### src/design/bchs_pkg.sv
// ----------------------------------------------------------------------------
// bchs_pkg
// Shared types and constants for the button click and hold scanner.
// ----------------------------------------------------------------------------
`default_nettype none

package bchs_pkg;

    localparam int BUTTONS   = 4;
    localparam int TIME_BITS = 16;

    // Widths of the request and result fields.
    localparam int PIN_BITS      = 4;
    localparam int MASK_BITS     = 4;
    localparam int INTERVAL_BITS = 8;
    localparam int HOLD_BITS     = 15;
    localparam int CFG_IDX_BITS  = 1;

    // Compare widths that hold both a time difference and a setting.
    localparam int SCAN_CMP_BITS = (TIME_BITS > INTERVAL_BITS) ? TIME_BITS : INTERVAL_BITS;
    localparam int HOLD_CMP_BITS = (TIME_BITS > HOLD_BITS) ? TIME_BITS : HOLD_BITS;

    typedef logic [TIME_BITS-1:0]     t_time;
    typedef logic [INTERVAL_BITS-1:0] t_interval;
    typedef logic [HOLD_BITS-1:0]     t_hold;

    // Configuration register indexes.
    typedef enum logic [CFG_IDX_BITS-1:0] {
        CFG_SCAN_INTERVAL = 1'b0,
        CFG_HOLD_TIME     = 1'b1
    } t_cfg_idx;

    // Per-button event state.
    typedef enum logic [1:0] {
        EV_IDLE     = 2'd0,
        EV_CLICK    = 2'd1,
        EV_PRESSING = 2'd2,
        EV_HELD     = 2'd3
    } t_event;

    // Control broadcast from the timer to every lane.
    typedef struct packed {
        logic  accept;
        logic  scan;
        t_time now;
    } t_lane_ctl;

    // One result as it sits in the output buffer.
    typedef struct packed {
        logic [MASK_BITS-1:0] click;
        logic [MASK_BITS-1:0] held;
    } t_result;

endpackage

`default_nettype wire

### src/design/button_click_hold_scanner_unit.sv
// ----------------------------------------------------------------------------
// button_click_hold_scanner_unit
// Click and long-press detector for a bank of push buttons.
// ----------------------------------------------------------------------------
// Usage:
//   Each input request carries the active-low pin levels, a one-millisecond
//   tick flag and a mask of pending clicks to acknowledge. It is accepted when
//   i_in_valid and o_in_ready are both high. Every request yields exactly one
//   result (click mask and held mask) on the output channel, taken when
//   o_out_valid and i_out_ready are both high.
//   The result of an accepted request is registered in the output register,
//   or in the skid stage while an earlier result waits. A new request can
//   be accepted every cycle unless the skid stage is full; the whole update
//   of all buttons (one lane per button, plus the shared millisecond timer) completes in the accepting cycle.
//   The output register is backed by a one-entry skid stage, so a request is
//   still accepted while a result waits; o_in_ready drops only once the skid
//   stage is also full, and rises again as soon as the receiver takes one.
//   Configuration writes (scan interval, hold time) use their own channel,
//   which is always ready; write them only while no request is in flight.
//   Synchronous reset clears the timer, all button state and both buffers,
//   and restores a 10 ms scan interval and a 1000 ms hold time.
// ----------------------------------------------------------------------------
`default_nettype none

module button_click_hold_scanner_unit (
    input  wire                                i_clk,
    input  wire                                i_rst_n,
    // Input request channel.
    input  wire                                i_in_valid,
    output logic                               o_in_ready,
    input  wire  [bchs_pkg::PIN_BITS-1:0]      i_pin_levels,
    input  wire                                i_tick,
    input  wire  [bchs_pkg::PIN_BITS-1:0]      i_clear_clicks,
    // Result channel.
    output logic                               o_out_valid,
    input  wire                                i_out_ready,
    output logic [bchs_pkg::MASK_BITS-1:0]     o_click_mask,
    output logic [bchs_pkg::MASK_BITS-1:0]     o_held_mask,
    // Configuration write channel.
    input  wire                                i_cfg_valid,
    output logic                               o_cfg_ready,
    input  wire  [bchs_pkg::CFG_IDX_BITS-1:0]  i_cfg_index,
    input  wire  [bchs_pkg::HOLD_BITS-1:0]     i_cfg_data
);
    import bchs_pkg::*;

    t_interval r_scan_interval;
    t_hold     r_hold_time;

    logic               w_accept;
    t_lane_ctl          w_ctl;
    logic [BUTTONS-1:0] w_pressed;
    logic [BUTTONS-1:0] w_clear;
    logic [BUTTONS-1:0] w_click;
    logic [BUTTONS-1:0] w_held;
    t_result            w_result;

    assign w_accept    = i_in_valid && o_in_ready;
    assign o_cfg_ready = 1'b1;

    // Configuration registers. The decoder covers every index the port can
    // carry, so no write can land outside the register list.
    always_ff @(posedge i_clk) begin
        if (!i_rst_n) begin
            r_scan_interval <= t_interval'(10);
            r_hold_time     <= t_hold'(1000);
        end else if (i_cfg_valid) begin
            unique case (t_cfg_idx'(i_cfg_index))
                CFG_SCAN_INTERVAL: r_scan_interval <= i_cfg_data[INTERVAL_BITS-1:0];
                CFG_HOLD_TIME:     r_hold_time     <= i_cfg_data;
                default:           ;
            endcase
        end
    end

    // Shared timer decides whether this request triggers a scan.
    bchs_timer u_timer (
        .i_clk           (i_clk),
        .i_rst_n         (i_rst_n),
        .i_accept        (w_accept),
        .i_tick          (i_tick),
        .i_scan_interval (r_scan_interval),
        .o_ctl           (w_ctl)
    );

    // One lane per button. A pin past the field width reads as pressed and
    // its acknowledge bit as clear.
    for (genvar i = 0; i < BUTTONS; i++) begin : g_lane
        if (i < PIN_BITS) begin : g_pin
            assign w_pressed[i] = !i_pin_levels[i];
            assign w_clear[i]   = i_clear_clicks[i];
        end else begin : g_nopin
            assign w_pressed[i] = 1'b1;
            assign w_clear[i]   = 1'b0;
        end

        bchs_lane u_lane (
            .i_clk       (i_clk),
            .i_rst_n     (i_rst_n),
            .i_ctl       (w_ctl),
            .i_pressed   (w_pressed[i]),
            .i_clear     (w_clear[i]),
            .i_hold_time (r_hold_time),
            .o_click     (w_click[i]),
            .o_held      (w_held[i])
        );
    end

    // Merge lane flags and buffer the result toward the receiver.
    bchs_outbuf u_outbuf (
        .i_clk       (i_clk),
        .i_rst_n     (i_rst_n),
        .i_accept    (w_accept),
        .i_click     (w_click),
        .i_held      (w_held),
        .i_out_ready (i_out_ready),
        .o_in_ready  (o_in_ready),
        .o_out_valid (o_out_valid),
        .o_result    (w_result)
    );

    assign o_click_mask = w_result.click;
    assign o_held_mask  = w_result.held;

endmodule

`default_nettype wire

### src/design/bchs_timer.sv
// ----------------------------------------------------------------------------
// bchs_timer
// Millisecond counter and scan scheduler shared by all button lanes.
// ----------------------------------------------------------------------------
`default_nettype none

module bchs_timer (
    input  wire                        i_clk,
    input  wire                        i_rst_n,
    input  wire                        i_accept,
    input  wire                        i_tick,
    input  wire  bchs_pkg::t_interval  i_scan_interval,
    output bchs_pkg::t_lane_ctl        o_ctl
);
    import bchs_pkg::*;

    t_time r_now;
    t_time r_last_scan;
    t_time n_now;
    t_time w_diff;
    logic  w_scan;

    // The tick advances time first; the scan test uses the new time.
    assign n_now  = i_tick ? t_time'(r_now + 1'b1) : r_now;
    assign w_diff = t_time'(n_now - r_last_scan);
    assign w_scan = i_tick &&
        (SCAN_CMP_BITS'(w_diff) >= SCAN_CMP_BITS'(i_scan_interval));

    always_ff @(posedge i_clk) begin
        if (!i_rst_n) begin
            r_now       <= '0;
            r_last_scan <= '0;
        end else if (i_accept) begin
            r_now <= n_now;
            if (w_scan) begin
                r_last_scan <= n_now;
            end
        end
    end

    assign o_ctl.accept = i_accept;
    assign o_ctl.scan   = w_scan;
    assign o_ctl.now    = n_now;

endmodule

`default_nettype wire

### src/design/bchs_lane.sv
// ----------------------------------------------------------------------------
// bchs_lane
// State and update logic of one push button.
// ----------------------------------------------------------------------------
`default_nettype none

module bchs_lane (
    input  wire                    i_clk,
    input  wire                    i_rst_n,
    input  wire  bchs_pkg::t_lane_ctl i_ctl,
    input  wire                    i_pressed,
    input  wire                    i_clear,
    input  wire  bchs_pkg::t_hold  i_hold_time,
    output logic                   o_click,
    output logic                   o_held
);
    import bchs_pkg::*;

    logic   r_was_pressed;
    t_event r_code;
    t_time  r_start;

    t_event w_code_clr;
    t_event n_code;
    t_time  n_start;
    t_time  w_len;
    logic   w_long;

    always_comb begin
        // An acknowledge only removes a pending click.
        w_code_clr = (i_clear && (r_code == EV_CLICK)) ? EV_IDLE : r_code;
        n_start    = (i_pressed && (w_code_clr == EV_IDLE)) ? i_ctl.now : r_start;
        w_len      = t_time'(i_ctl.now - n_start);
        w_long     = HOLD_CMP_BITS'(w_len) > HOLD_CMP_BITS'(i_hold_time);
        n_code     = w_code_clr;
        if (i_ctl.scan) begin
            if (!i_pressed && r_was_pressed) begin
                n_code = (w_code_clr == EV_HELD) ? EV_IDLE : EV_CLICK;
            end else if (i_pressed && r_was_pressed) begin
                if (w_long) begin
                    n_code = EV_HELD;
                end else if (w_code_clr != EV_HELD) begin
                    n_code = EV_PRESSING;
                end
            end
        end
    end

    always_ff @(posedge i_clk) begin
        if (!i_rst_n) begin
            r_was_pressed <= 1'b0;
            r_code        <= EV_IDLE;
            r_start       <= '0;
        end else if (i_ctl.accept) begin
            r_code <= n_code;
            if (i_ctl.scan) begin
                r_was_pressed <= i_pressed;
                r_start       <= n_start;
            end
        end
    end

    // The result reflects the state after this request's update.
    assign o_click = (n_code == EV_CLICK);
    assign o_held  = (n_code == EV_HELD);

endmodule

`default_nettype wire

### src/design/bchs_outbuf.sv
// ----------------------------------------------------------------------------
// bchs_outbuf
// Merges the lane flags into one result and holds it in an output register
// backed by a skid stage.
// ----------------------------------------------------------------------------
`default_nettype none

module bchs_outbuf (
    input  wire                          i_clk,
    input  wire                          i_rst_n,
    input  wire                          i_accept,
    input  wire  [bchs_pkg::BUTTONS-1:0] i_click,
    input  wire  [bchs_pkg::BUTTONS-1:0] i_held,
    input  wire                          i_out_ready,
    output logic                         o_in_ready,
    output logic                         o_out_valid,
    output bchs_pkg::t_result            o_result
);
    import bchs_pkg::*;

    t_result w_new;
    t_result r_out;
    t_result r_skid;
    logic    r_out_valid;
    logic    r_skid_valid;
    logic    w_take;

    // Buttons past the field width are dropped; missing buttons read zero.
    for (genvar j = 0; j < MASK_BITS; j++) begin : g_merge
        if (j < BUTTONS) begin : g_lane
            assign w_new.click[j] = i_click[j];
            assign w_new.held[j]  = i_held[j];
        end else begin : g_none
            assign w_new.click[j] = 1'b0;
            assign w_new.held[j]  = 1'b0;
        end
    end

    assign w_take     = r_out_valid && i_out_ready;
    assign o_in_ready = !r_skid_valid;

    always_ff @(posedge i_clk) begin
        if (!i_rst_n) begin
            r_out_valid  <= 1'b0;
            r_skid_valid <= 1'b0;
        end else if (w_take) begin
            if (r_skid_valid) begin
                r_out        <= r_skid;
                r_skid_valid <= 1'b0;
            end else if (i_accept) begin
                r_out <= w_new;
            end else begin
                r_out_valid <= 1'b0;
            end
        end else if (i_accept) begin
            if (r_out_valid) begin
                r_skid       <= w_new;
                r_skid_valid <= 1'b1;
            end else begin
                r_out       <= w_new;
                r_out_valid <= 1'b1;
            end
        end
    end

    assign o_out_valid = r_out_valid;
    assign o_result    = r_out;

    a_skid_needs_out: assert property (@(posedge i_clk) disable iff (!i_rst_n)
        r_skid_valid |-> r_out_valid)
        else $error("skid stage full while output register empty");

    a_accept_shows: assert property (@(posedge i_clk) disable iff (!i_rst_n)
        i_accept |=> r_out_valid)
        else $error("accepted request left no result");

    a_stall_fills_skid: assert property (@(posedge i_clk) disable iff (!i_rst_n)
        (i_accept && r_out_valid && !i_out_ready) |=> r_skid_valid)
        else $error("stalled request not parked in skid stage");

    a_click_held_apart: assert property (@(posedge i_clk) disable iff (!i_rst_n)
        r_out_valid |-> ((r_out.click & r_out.held) == '0))
        else $error("button reported both clicked and held");

endmodule

`default_nettype wire

### config.mk
export PLATFORM = sky130hd
export DESIGN_NAME = button_click_hold_scanner_unit
export DESIGN_NICKNAME = d
export VERILOG_FILES = /design/src/design/bchs_pkg.sv /design/src/design/button_click_hold_scanner_unit.sv /design/src/design/bchs_timer.sv /design/src/design/bchs_lane.sv /design/src/design/bchs_outbuf.sv
export SDC_FILE = /design/constraint.sdc
export NUM_CORES = 1
export LEC_CHECK = 0
export BUFFER_PORTS_ARGS = -buffer_cell sky130_fd_sc_hd__buf_2
export CAP_MARGIN = 10
export CORE_UTILIZATION = 50
export CTS_BUF_LIST = sky130_fd_sc_hd__clkbuf_16
export DETAILED_ROUTE_END_ITERATION = 8
export HOLD_SLACK_MARGIN = 0.06
export PLACE_DENSITY = 0.69
export SLEW_MARGIN = 40
export SYNTH_ARGS = -nofsm -noshare
export SYNTH_HDL_FRONTEND = slang
export SYNTH_HIERARCHICAL = 1
export SYNTH_SLANG_ARGS = --single-unit
### constraint.sdc
create_clock -name i_clk -period 6.2 [get_ports i_clk]
set_clock_uncertainty 0.15 [all_clocks]
set_input_delay 0.62 -clock i_clk [delete_from_list [all_inputs] [get_ports i_clk]]
set_output_delay 0.62 -clock i_clk [all_outputs]
set_load 0.01 [all_outputs]
==> metrics.txt <==
# TYPE chip_impl_metric gauge
chip_impl_metric{name="routed_wire_length_per_instance",unit="µm"} 17.77
chip_impl_metric{name="route.final.wire_length",unit="mm"} 35.64
chip_impl_metric{name="min_period",unit="ns"} 5.785
chip_impl_info{name="critical_path.cell_chain",value="ha_1 > nand2_1 > xnor2_1 > buf_4 > mux2i_1 > ha_1 > a21oi_1 > a211oi_1 > a211o_1 > o311ai_2 > and3_2 > o21bai_1 > a211oi_1 > nor2_1 > ha_1 > a21o_1 > a21o_1 > a21o_1 > a21oi_1 > o2111ai_1 > a211o_1 > o32a_1 > and4bb_1 > mux2_2"} 1
chip_impl_metric{name="syn-instance-count",unit=""} 1615
chip_impl_metric{name="cap_violations",unit=""} 0
chip_impl_metric{name="chipWidth",unit="µm"} 164.2
chip_impl_metric{name="synth.distinct_cells",unit=""} 106
chip_impl_info{name="timing.critical_path.slowest_stage_cell",value="sky130_fd_sc_hd__dfxtp_2"} 1
chip_impl_metric{name="cts_max_path_buffers",unit=""} 2
chip_impl_metric{name="detail_route.drc_violations",unit=""} 0
chip_impl_metric{name="syn_area",unit="µm²"} 13160
chip_impl_metric{name="initial_standard_cell_utilization_of_the_core",unit=""} 0.5078
chip_impl_metric{name="finalHoldViolCount",unit=""} 0
chip_impl_metric{name="antenna_violations_before_repair",unit=""} 0
chip_impl_metric{name="fmax",unit="MHz"} 172.9
chip_impl_metric{name="n_antenna_cell",unit=""} 0
chip_impl_info{name="worstHoldPathType",value="input port to register"} 1
chip_impl_info{name="setup.worst_path.start_class",value="register"} 1
chip_impl_metric{name="fin_util",unit=""} 0.5557
chip_impl_metric{name="htree_levels",unit=""} 4
chip_impl_metric{name="synth_edf_count",unit=""} 16
chip_impl_metric{name="first_global_vias",unit=""} 10740
chip_impl_metric{name="vias_per_cell",unit=""} 5.843
chip_impl_metric{name="setup_violations",unit=""} 0
chip_impl_metric{name="slew_headroom",unit=""} 0.5368
chip_impl_metric{name="final_min_period_over_clock_period",unit=""} 0.9331
chip_impl_metric{name="vdd_drop_max",unit="mV"} 0.1654
chip_impl_metric{name="setup-tns-final",unit="ns"} 0
chip_impl_metric{name="clk_pin_slew_worst_paths",unit="ns"} 0.07
chip_impl_metric{name="path_max_fanout",unit=""} 9
chip_impl_metric{name="warnings_from_yosys",unit=""} 6
chip_impl_metric{name="postRouteAntennaNets",unit=""} 0
chip_impl_metric{name="crit_buf_inv",unit=""} 1
chip_impl_metric{name="dr_total_vias",unit=""} 11720
chip_impl_metric{name="global_route.overflow_total",unit=""} 0
chip_impl_metric{name="synth_seq_cells",unit=""} 149
chip_impl_metric{name="cts_made_buffers",unit=""} 17
chip_impl_metric{name="critical_path.max_stage_delay",unit="ns"} 0.40
chip_impl_metric{name="detail_route.first_pass.iterations",unit=""} 5
chip_impl_info{name="end_kind",value="register"} 1
chip_impl_metric{name="place.detailed.hpwl",unit="mm"} 26.72
chip_impl_metric{name="worst_slew_pin_slew",unit="ns"} 0.6895
chip_impl_metric{name="timing.critical_path.arrival",unit="ns"} 5.82
chip_impl_metric{name="ys_async_sr_fraction",unit=""} 0
chip_impl_metric{name="fp.dieArea",unit="µm²"} 26970
chip_impl_info{name="timing_worst_setup_path_type",value="register to register"} 1
chip_impl_metric{name="synth_sequential_area_ratio",unit=""} 0.2389
chip_impl_metric{name="layout.nets",unit=""} 1824
chip_impl_metric{name="area_growth",unit="%"} 9.414
chip_impl_info{name="cts_root_buf",value="sky130_fd_sc_hd__clkbuf_16"} 1
chip_impl_metric{name="grt_max_degree",unit=""} 88
chip_impl_metric{name="global_placer_s_final_weighted_congestion",unit=""} 0.8961
chip_impl_metric{name="report.final.slew_viol_count",unit=""} 0
chip_impl_metric{name="row_count",unit=""} 59
chip_impl_metric{name="clkSinkCount",unit=""} 149
chip_impl_metric{name="synth_nets",unit=""} 1782
chip_impl_metric{name="layout-drive-gt1-share",unit=""} 0.1198
chip_impl_metric{name="grt_pass1_wl",unit="mm"} 56.26
chip_impl_metric{name="globalRouteTotalUtil",unit=""} 0.2694
chip_impl_metric{name="syn_avg_cell_area",unit="µm²"} 8.148
chip_impl_info{name="status",value="complete, no violations"} 1
chip_impl_metric{name="power_density",unit="nW/µm²"} 216.7
chip_impl_info{name="cts_tree",value="built"} 1
chip_impl_metric{name="worst-endpoint-required",unit="ns"} 6.23
chip_impl_metric{name="p_leak",unit="nW"} 6.685
chip_impl_metric{name="port_buffer_count",unit=""} 39
chip_impl_metric{name="first_iter_violations",unit=""} 733
chip_impl_metric{name="chipHeight",unit="µm"} 164.2
chip_impl_info{name="dominant_delay_contributor_by_cell_family_on_the_critical_path",value="compound AO/OA/AOI/OAI gates"} 1
chip_impl_metric{name="clock_latency",unit="ns"} 0.43
chip_impl_metric{name="io_pins",unit=""} 41
chip_impl_info{name="dominantRegCellSynth",value="sky130_fd_sc_hd__dfxtp_1"} 1
chip_impl_info{name="grt_setup_unrepaired",value="false"} 1
chip_impl_metric{name="design.core.area",unit="µm²"} 25910
cells in the mapped netlist, types with 31 or more instances:
cell type / n / area [µm²]
sky130_fd_sc_hd__a21boi_0: 41 / 307.8
sky130_fd_sc_hd__a21o_1: 39 / 292.8
sky130_fd_sc_hd__a21oi_1: 79 / 395.4
sky130_fd_sc_hd__dfxtp_1: 133 / 2663
sky130_fd_sc_hd__ha_1: 132 / 1652
sky130_fd_sc_hd__inv_1: 142 / 533.0
sky130_fd_sc_hd__mux2i_1: 59 / 590.6
sky130_fd_sc_hd__nand2_1: 212 / 795.8
sky130_fd_sc_hd__nand3_1: 37 / 185.2
sky130_fd_sc_hd__nor2_1: 107 / 401.6
sky130_fd_sc_hd__nor2b_1: 31 / 193.9
sky130_fd_sc_hd__o21ai_0: 57 / 285.3
sky130_fd_sc_hd__xnor2_1: 54 / 473.0
sky130_fd_sc_hd__xor2_1: 31 / 271.5
tightest hold or removal path: stages:
cell,delay (ns)
sky130_fd_sc_hd__buf_2,0.08
sky130_fd_sc_hd__nand4_1,0.06
sky130_fd_sc_hd__o21ai_0,0.07
per-stage QoR:
step	hold WS (ns)	cells	total power (W)	setup WS (ns)	area [µm²]
6_report	0.2734	2005	0.003120	0.4149	14400
5_1_grt	0.2738	2005	0.003315	0.04216	14400
4_1_cts	0.2616	2005	0.003129	0.2298	14370
3_5_place_dp	0.3014	1973	0.002115	0.2070	13820
3_3_place_gp	0.2947	1973	0.002093	0.3121	13820
2_1_floorplan	0.2847	1615	0.001880	0.009718	13160
cell usage in the layout, fill, tap and decap left out, types with 20 or more instances in the layout:
cell	Yosys	routed
sky130_fd_sc_hd__xnor2_1	54	53
sky130_fd_sc_hd__buf_2	10	38
sky130_fd_sc_hd__dfxtp_1	133	131
sky130_fd_sc_hd__inv_1	142	140
sky130_fd_sc_hd__ha_1	132	132
sky130_fd_sc_hd__xor2_1	31	30
sky130_fd_sc_hd__o211a_1	29	29
sky130_fd_sc_hd__nand4_1	22	22
sky130_fd_sc_hd__nand3_1	37	37
sky130_fd_sc_hd__a211oi_1	21	21
sky130_fd_sc_hd__a21oi_1	79	79
sky130_fd_sc_hd__a21boi_0	41	41
sky130_fd_sc_hd__o21ai_0	57	57
sky130_fd_sc_hd__buf_4	3	37
sky130_fd_sc_hd__nor2b_1	31	31
sky130_fd_sc_hd__o21a_1	20	20
sky130_fd_sc_hd__nor2_1	107	106
sky130_fd_sc_hd__nand2_1	212	212
sky130_fd_sc_hd__a21o_1	39	39
sky130_fd_sc_hd__mux2i_1	59	58
final cells by class:
class,count,area [µm²]
Tap cell,335,419.2
Multi-Input combinational cell,1270,9246
Inverter,142,533.0
Clock buffer,17,425.4
Timing Repair Buffer,77,499.2
Fill cell,2419,11510
Sequential cell,149,3146
Clock inverter,15,128.9
routing by layer:
metal,global-route usage,up-vias,wire (µm)
li1,-,5876,-
met1,0.3487,5545,16630
met2,0.4400,238,16240
met3,0.05354,57,1758
met4,0.09975,0,1011
met5,0,-,0
kinds of logic (layout without fill, tap and decap cells):
logic type	count (synthesis)	count (layout)	share of synthesized area
flip-flops	149	149	0.2389
AO/OA/AOI/OAI	428	428	0.2447
multiplexers	67	67	0.05173
AND/OR/NAND/NOR	551	551	0.2118
other	1	1	0.0002850
XOR/XNOR	86	86	0.05829
adder cells (fa/ha/maj)	137	137	0.1331
buffers and inverters	196	251	0.06123
worst paths after layout:
| path | startpoint | end | slack, ns | cells past startpoint |
|---|---|---|---|---|
| min reg2reg | g_lane[2].u_lane/r_start[14]$_SDFFE_PN0P_ | g_lane[2].u_lane/r_start[14]$_SDFFE_PN0P_ | 0.31 | 2 |
| min | i_cfg_data[13] | r_hold_time[13]$_SDFFE_PN0P_ | 0.27 | 3 |
| max | u_timer/r_now[1]$_SDFFE_PN0P_ | u_outbuf/o_result[3]$_DFFE_PP_ | 0.41 | 24 |
| max reg2reg | u_timer/r_now[1]$_SDFFE_PN0P_ | u_outbuf/o_result[3]$_DFFE_PP_ | 0.41 | 24 |
flip-flops by register name (all words and copies together), names as in the netlist:
name                         count
u_outbuf/o_result                8
g_lane.u_lane/r_code             8
r_scan_interval                  8
g_lane.u_lane/r_was_pressed      4
g_lane.u_lane/r_start           64
u_outbuf/o_out_valid             1
u_outbuf/r_skid                  8
u_outbuf/r_skid_valid            1
u_timer/r_now                   16
r_hold_time                     15
u_timer/r_last_scan             16
report_power, final:
part	internal [W]	total, W	switching, W
logic	0.000474	0.00106	0.000590
registers	0.00101	0.00105	0.0000372
clock network	0.000554	0.00101	0.000454
total	0.00204	0.00312	0.00108
timing repair:
action | CTS | global route
gates resized for setup | 0 | 6
hold buffers | 0 | 0
setup endpoints to repair | 0 | 6
setup buffers | 0 | 0
No activity file was read; power rests on OpenSTA's default activity.
